`config.mk`:
```
export PLATFORM = sky130hd
export DESIGN_NAME = tcgr_ctrl
export DESIGN_NICKNAME = d
export VERILOG_FILES = /design/src/rtl/tcgr_pkg.sv /design/src/rtl/tcgr_ctrl.sv
export SDC_FILE = /design/constraint.sdc
export NUM_CORES = 1
export LEC_CHECK = 0
export BUFFER_PORTS_ARGS = -buffer_cell sky130_fd_sc_hd__buf_2
export CAP_MARGIN = 30
export CORE_AREA = 5 5 42 44
export CTS_BUF_LIST = sky130_fd_sc_hd__clkbuf_4 sky130_fd_sc_hd__clkbuf_8
export CTS_CLUSTER_DIAMETER = 200
export DETAILED_ROUTE_END_ITERATION = 7
export DIE_AREA = 0 0 47 49
export GPL_TIMING_DRIVEN = 0
export HOLD_SLACK_MARGIN = 0.1
export PLACE_DENSITY = 0.43
export SLEW_MARGIN = 20
export SYNTH_ARGS = -nofsm -noshare
export SYNTH_HDL_FRONTEND = slang
export SYNTH_SLANG_ARGS = --single-unit
```
`constraint.sdc`:
```
create_clock -name clk -period 1.6 [get_ports clk]
set_input_delay 0.24 -clock clk [delete_from_list [all_inputs] [get_ports clk]]
set_output_delay 0.24 -clock clk [all_outputs]
set_load 0.05 [all_outputs]
```
`src/rtl/tcgr_pkg.sv`:
```
// shared constants, codes and types of the text cursor glyph renderer
`default_nettype none

package tcgr_pkg;

  // glyph store geometry
  localparam int FONT_COUNT      = 2;
  localparam int GLYPH_COUNT     = 96;
  localparam int MAX_CHAR_HEIGHT = 32;
  localparam int MAX_CHAR_WIDTH  = 16;

  localparam int STORE_DEPTH = FONT_COUNT * GLYPH_COUNT * MAX_CHAR_HEIGHT;
  localparam int ADDR_W      = $clog2(STORE_DEPTH);
  localparam int BASE_W      = $clog2(FONT_COUNT * GLYPH_COUNT);
  localparam int ROW_CNT_W   = $clog2(MAX_CHAR_HEIGHT + 1);

  // stream and configuration port widths
  localparam int IN_TDATA_W  = 56;
  localparam int IN_TUSER_W  = 2;
  localparam int OUT_TDATA_W = 64;
  localparam int CFG_INDEX_W = 3;
  localparam int CFG_DATA_W  = 10;

  // configuration register indexes
  localparam logic [CFG_INDEX_W-1:0] CFG_FONT_SELECT      = 3'd0;
  localparam logic [CFG_INDEX_W-1:0] CFG_CHAR_WIDTH       = 3'd1;
  localparam logic [CFG_INDEX_W-1:0] CFG_CHAR_HEIGHT      = 3'd2;
  localparam logic [CFG_INDEX_W-1:0] CFG_CHARS_PER_LINE   = 3'd3;
  localparam logic [CFG_INDEX_W-1:0] CFG_LINES_PER_SCREEN = 3'd4;
  localparam logic [CFG_INDEX_W-1:0] CFG_SCREEN_WIDTH     = 3'd5;
  localparam logic [CFG_INDEX_W-1:0] CFG_SCREEN_HEIGHT    = 3'd6;

  // character codes
  localparam logic [7:0] FIRST_DRAWABLE = 8'h20;
  localparam logic [7:0] LAST_DRAWABLE  = 8'h7F;
  localparam logic [7:0] SUBST_CHAR     = 8'h3F;
  localparam logic [7:0] NEWLINE_CHAR   = 8'h0A;

  // request kinds carried in tuser
  typedef enum logic [1:0] {
    REQ_CHAR      = 2'd0,
    REQ_SET_TEXT  = 2'd1,
    REQ_SET_PIXEL = 2'd2,
    REQ_LOAD      = 2'd3
  } tcgr_req_t;

  // one-shot datapath operations
  typedef enum logic [2:0] {
    OP_NONE,
    OP_SET_TEXT,
    OP_SET_PIXEL,
    OP_LOAD,
    OP_NEWLINE,
    OP_DRAW_START
  } tcgr_op_t;

  typedef enum logic [1:0] {
    S_IDLE,
    S_DECODE,
    S_DRAW,
    S_DRAIN
  } tcgr_state_t;

  // controller to datapath
  typedef struct packed {
    logic     capture;
    tcgr_op_t op;
    logic     issue_en;
  } tcgr_cmd_t;

  // datapath to controller
  typedef struct packed {
    tcgr_req_t req;
    logic      newline;
    logic      rows_done;
    logic      rd_busy;
  } tcgr_status_t;

  typedef struct packed {
    tcgr_req_t   req;
    logic [7:0]  char_code;
    logic        honor_newline;
    logic [9:0]  cursor_x;
    logic [7:0]  cursor_y;
    logic        glyph_font;
    logic [4:0]  glyph_row;
    logic [15:0] glyph_bits;
  } tcgr_item_t;

  typedef struct packed {
    logic [9:0]  win_x;
    logic [7:0]  win_y;
    logic [10:0] win_x_end;
    logic [8:0]  win_y_end;
    logic [4:0]  row_index;
    logic [15:0] row_bits;
    logic        last_row;
  } tcgr_result_t;

endpackage

`default_nettype wire

```
`src/rtl/tcgr_ctrl.sv`:
```
// controller state machine: sequences decode, row reads and drain
`default_nettype none

module tcgr_ctrl (
  input  wire logic                  clk,
  input  wire logic                  rst,
  input  wire logic                  s_tvalid,
  output logic                       s_tready,
  input  wire tcgr_pkg::tcgr_status_t status,
  output tcgr_pkg::tcgr_cmd_t        cmd
);
  import tcgr_pkg::*;

  tcgr_state_t state, state_next;

  // state register
  always_ff @(posedge clk) begin
    if (rst) begin
      state <= S_IDLE;
    end else begin
      state <= state_next;
    end
  end

  // next state and commands
  always_comb begin
    state_next   = state;
    s_tready     = 1'b0;
    cmd.capture  = 1'b0;
    cmd.op       = OP_NONE;
    cmd.issue_en = 1'b0;
    unique case (state)
      S_IDLE: begin
        s_tready    = 1'b1;
        cmd.capture = s_tvalid;
        if (s_tvalid) begin
          state_next = S_DECODE;
        end
      end
      S_DECODE: begin
        state_next = S_IDLE;
        unique case (status.req)
          REQ_SET_TEXT:  cmd.op = OP_SET_TEXT;
          REQ_SET_PIXEL: cmd.op = OP_SET_PIXEL;
          REQ_LOAD:      cmd.op = OP_LOAD;
          REQ_CHAR: begin
            if (status.newline) begin
              cmd.op = OP_NEWLINE;
            end else begin
              cmd.op     = OP_DRAW_START;
              state_next = S_DRAW;
            end
          end
          default: cmd.op = OP_NONE;
        endcase
      end
      S_DRAW: begin
        cmd.issue_en = 1'b1;
        if (status.rows_done) begin
          state_next = status.rd_busy ? S_DRAIN : S_IDLE;
        end
      end
      S_DRAIN: begin
        if (!status.rd_busy) begin
          state_next = S_IDLE;
        end
      end
      default: state_next = S_IDLE;
    endcase
  end

endmodule

`default_nettype wire

```
==> run_results.csv, run 1 <==
group,metric,value,unit
logic_synthesis,synth-edff-count,0,
global_routing,track_usage,4.993,%
layout,fin_nets,42,
timing,finClkSkew,0.001493,ns
logic_synthesis,synth.top_cell.area_share,26.67,%
detailed_routing,drc,0,
timing,final_max_slew_viol_count,0,
logic_synthesis,ys_top_cells_by_count,"and3b_1, dfxtp_1, nor2_1",
layout,n_fill_cell,165,
cts,cts_tree,"done",
worst_setup_path,worstSetupEndpointType,"output pin",
layout,largest_reg_flops,2,
floorplan,fp-row-count,14,
worst_setup_path,cp_data_arrival_time,1.21,ns
layout,top_register,"state",
floorplan,die_x,47,um
layout,instances_no_fill,48,
cts,clockRootBuffer,"clkbuf_4",
timing,fin_tns_setup,0,ns
worst_setup_path,cp.required,1.36,ns
global_routing,antenna_found_initial,0,
logic_synthesis,syn_inst,16,
power,ir_worst_vdd,0.3216,mV
worst_setup_path,crit_fanout,9,
power,p_leak,0.1460,nW
detailed_routing,vias_per_cell,3.833,
place,gp_congestion,0.7068,
floorplan,num_io_pins,14,
worst_setup_path,cpMaxStageDelayCell,"dfxtp_1",
global_routing,grt_max_degree,10,
logic_synthesis,synth_seq_cells,2,
worst_setup_path,r2r_slack,0.63,ns
timing,max_slew_margin,79.99,%
worst_setup_path,endpoint,"cmd[3]",
cts,clk_pin_slew,0.03,ns
place,detailed_place_hpwl,399.7,um
cts,clock_sinks,2,
timing,fmax,0.6918,GHz
logic_synthesis,yosys-top-cells-area,"dfxtp_1, and3b_1, nor4b_2",
logic_synthesis,syn_area,150.1,um2
power,p_per_area,838.2,nW/um2
cts,cts_hold_buf,0,
timing,hold_viol,0,
power,power.total,225.5,uW
global_routing,grt-ovfl-total,0,
detailed_routing,drt_pass1_iterations,4,
worst_setup_path,worstSetupStartpointType,"flip-flop",
global_routing,grt_pass1_wl,848,um
worst_setup_path,slowest_delay,0.45,ns
layout,reg.largest.list,"state (2)",
place,dpl.cell_count,45,
worst_setup_path,startpoint,"state[0]",
logic_synthesis,yosysWarnings,0,
cts,cts_made_buffers,3,
logic_synthesis,syn-num-nets,24,
flow_run,cap_violations,0,
worst_setup_path,r2r_end,"state[1]",
logic_synthesis,netlist.top_cell.by_area,"dfxtp_1",
cts,clk_path_buf_depth,2,
timing,grt_setup_unrepaired,"false",
outcome,status,"completed",
floorplan,die_h,49,um
worst_setup_path,reg2reg_depth,2,
logic_synthesis,avgSynthCellArea,9.384,um2
layout,n_antenna_cell,0,
detailed_routing,ant_nets,0,
worst_setup_path,crit_chain,"nor4b_2 -> buf_2",
detailed_routing,routed-via-count,184,
logic_synthesis,synthDistinctLibCells,13,
detailed_routing,drt_iter0_markers,3,
detailed_routing,avgRoutedWirePerCell,10.06,um
worst_setup_path,critical_path_class,"flip-flop to output pin",
layout,syn_to_final_growth,79.17,%
detailed_routing,postRouteWirelength,483,um
timing,tightest_slew,0.2998,ns
cts,htree_levels,1,
floorplan,initial_core_util,10.71,%
timing,layout_min_cycle_time,1.446,ns
cts,cts_resized,0,
timing,fin_crit_sh,90.35,%
logic_synthesis,ys_seq_area_share,26.67,%
timing,setup_viol,0,
logic_synthesis,synthArstFlopShare,0,%
floorplan,die_area,2303,um2
cts,clock_latency,0.22,ns
floorplan,core,1401,um2
cts,postCtsSetupBuffers,0,
worst_setup_path,r2r-start,"state[0]",
logic_synthesis,synthFlopType,"dfxtp_1",
min_path,hold_path_class,"input port to flip-flop",
layout,drive_above_1_share,62.50,%
place,port_buffers,13,
global_routing,grt_pass1_vias,195,
==> cell type report <==
| cell class | count | area, um2 | area share [%] |
|---|---|---|---|
| clock buffers | 3 | 22.52 | 8.372 |
| inverters | 1 | 3.754 | 1.395 |
| multi-input cells | 13 | 117.6 | 43.72 |
| flip-flops and latches | 2 | 40.04 | 14.88 |
| well taps | 16 | 20.02 | 7.442 |
| repair buffers | 13 | 65.06 | 24.19 |
==> per-stage QoR <==
step	cell area (um2)	hold slack (ns)	utilization, %	setup WS, ns
CTS	269.0	0.2688	19.20	0.1219
detailed placement	246.5	0.5026	17.59	0.3659
global route	269.0	0.2722	19.20	0.02916
global placement	246.5	0.5042	17.59	0.3603
floorplan	161.4	0.4029	-	0.005065
finish	269.0	0.2693	19.20	0.1544
==> worst max-delay path, delay by kind of cell, from the launching register on <==
family	cells	cell delay, ns
buffers and inverters	1	0.30
AND/OR/NAND/NOR	1	0.23
flip-flops	1	0.45
==> power breakdown <==
group	switching, mW	internal (mW)	total, mW
sequential	0.00449	0.0524	0.0569
combinational	0.0393	0.0202	0.0595
clock	0.0265	0.0826	0.109
total	0.0703	0.155	0.225
==> worst min-delay path by stage <==
stage	start	slack [ns]	end	cells past startpoint
CTS	rst	0.27	state[0]	3
detailed placement	rst	0.50	state[0]	3
global route	rst	0.27	state[0]	3
finish	rst	0.27	state[0]	3
floorplan	rst	0.40	state[0]	2
global placement	rst	0.50	state[0]	3
==> kinds of logic (layout without fill, tap and decap cells) <==
family / count (synthesis) / in the layout / synth area share, %
AOI/OAI and AO/OA: 4 / 4 / 24.17
buffers and inverters: 1 / 17 / 2.498
DFF: 2 / 2 / 26.67
and+or+nand+nor: 9 / 9 / 46.68
==> cells in the final DEF, fill, tap and decap left out, drive strengths merged <==
master	count
and2b	1
and3b	2
buf	13
clkbuf	3
dfxtp	2
inv	1
nand2b	1
nor2	2
nor3b	1
nor4b	2
o211a	1
o21a	1
o21bai	1
o221a	1
==> per-layer routing <==
layer,up-vias,GRT usage (%),wire length (um)
met3,0,3.690,94
met2,18,5.656,132
li1,95,-,-
met5,-,0,0
met1,71,7.221,256
met4,0,1.382,0
No activity file was read; power rests on OpenSTA's default activity.
==> inputs of run 2 (changes only) <==
Settings changed: REMOVE_ABC_BUFFERS set to 1.
==> run_results.csv, run 2 (synthesized netlist as in run 1, its figures left out) <==
group,metric,value,unit
power,power.total,227.4,uW
layout,n_antenna_cell,0,
place,dp_slack,0.3471,ns
min_path,hp-start,"rst",
cts,cts_tree,"done",
cts,clk_pin_slew,0.03,ns
layout,drive_above_1_share,56.25,%
timing,max_slew_margin,77.30,%
cts,clock_latency,0.22,ns
worst_setup_path,cp_data_arrival_time,1.27,ns
detailed_routing,routed-via-count,189,
timing,setup_viol,0,
global_routing,grt_pass1_vias,219,
worst_setup_path,critical_path_class,"flip-flop to output pin",
worst_setup_path,r2r-start,"state[0]",
cts,postCtsSetupBuffers,0,
worst_setup_path,reg2reg_depth,2,
layout,stdcell_area,260.3,um2
timing,fin_crit_sh,94.47,%
layout,reg.largest.list,"state (2)",
timing,tightest_slew,0.3398,ns
power,p_per_area,873.8,nW/um2
outcome,status,"completed",
timing,final_max_slew_viol_count,0,
power,p_leak,0.1418,nW
place,port_buffers,13,
layout,fin_nets,42,
floorplan,die_h,49,um
timing,hold_viol,0,
layout,final_common_cell,"buf_2",
place,gp_congestion,0.7039,
timing,finClkSkew,0.001672,ns
place,dpl_cell_area,235.2,um2
floorplan,num_io_pins,14,
cts,clockRootBuffer,"clkbuf_4",
detailed_routing,vias_per_cell,3.938,
worst_setup_path,r2r_slack,0.66,ns
detailed_routing,drc,0,
timing,worst_slack,0.08854,ns
detailed_routing,postRouteWirelength,499,um
timing,grt_setup_unrepaired,"true",
global_routing,antenna_found_initial,0,
cts,clock_sinks,2,
detailed_routing,drt_pass1_iterations,3,
layout,largest_reg_flops,2,
floorplan,die_area,2303,um2
cts,clk_path_buf_depth,2,
cts,cts_made_buffers,3,
min_path,hold_path_class,"input port to flip-flop",
global_routing,grt_max_degree,10,
floorplan,core,1401,um2
min_path,whs_endpoint,"state[0]",
min_path,min_path_cells,3,
global_routing,track_usage,5.907,%
floorplan,initial_core_util,10.71,%
layout,layout_common_cells,"buf_2, clkbuf_4, nor2_1, and3b_1, dfxtp_1",
timing,layout_min_cycle_time,1.511,ns
detailed_routing,ant_nets,0,
cts,cts_resized,0,
floorplan,fp-row-count,14,
layout,syn_to_final_growth,73.33,%
layout,top_register,"state",
global_routing,grt-ovfl-total,0,
worst_setup_path,worstSetupStartpointType,"flip-flop",
worst_setup_path,crit_fanout,9,
worst_setup_path,worstSetupEndpointType,"output pin",
cts,htree_levels,1,
power,ir_worst_vdd,0.2796,mV
layout,utilization,18.57,%
flow_run,cap_violations,0,
floorplan,die_x,47,um
timing,fmax,0.6616,GHz
worst_setup_path,r2r_end,"state[1]",
global_routing,grt_pass1_wl,986,um
worst_setup_path,cp.required,1.36,ns
timing,whs,0.2685,ns
cts,cts_hold_buf,0,
detailed_routing,drt_iter0_markers,2,
detailed_routing,avgRoutedWirePerCell,10.40,um
## run 2: cell counts in the layout (fill, tap and decap cells not counted)
Identical to the previous run, type by type.
## run 2: routing by layer
layer  track usage [%]  up-vias  share of wire (%)
li1                  -       93                  -
met1             8.972       82                 59
met2             6.335       14                 28
met3             3.321        0                 12
met4             2.765        0                  0
met5                 0        -                  0
## run 2: layout make-up
type | instances | area [um2]
fillers | 166 | 1141
multi-input cells | 13 | 106.4
repair buffers | 13 | 67.56
flip-flops and latches | 2 | 40.04
clock buffers | 3 | 22.52
well taps | 16 | 20.02
inverters | 1 | 3.754
## run 2: critical path, cell delays in order, from the launching register on
cell	delay, ns
dfxtp_1	0.36
nor3b_1	0.35
buf_2	0.33
## run 2: stage by stage
| stage | setup TNS [ns] | instances |
|---|---|---|
| finish | 0 | 48 |
| global route | -0.03311 | 48 |
| CTS | 0 | 48 |
| detailed placement | 0 | 45 |
| global placement | 0 | 45 |
| floorplan | -1.174 | 16 |
## run 2: how the worst max path moves through the flow
stage | start | end | cells after the start
3_3_place_gp | state[0] | cmd[4] | 2
6_report | state[0] | cmd[4] | 2
5_1_grt | state[0] | cmd[4] | 2
4_1_cts | state[0] | cmd[4] | 2
2_1_floorplan | state[0] | cmd[3] | 1
3_5_place_dp | state[0] | cmd[4] | 2
## run 2: power breakdown
part           total (mW)  internal, mW  leakage, nW  switching [mW]
logic              0.0587        0.0195        0.112          0.0392
registers          0.0563        0.0524       0.0164         0.00392
clock network       0.112        0.0828       0.0138          0.0295
total               0.227         0.155        0.142          0.0726
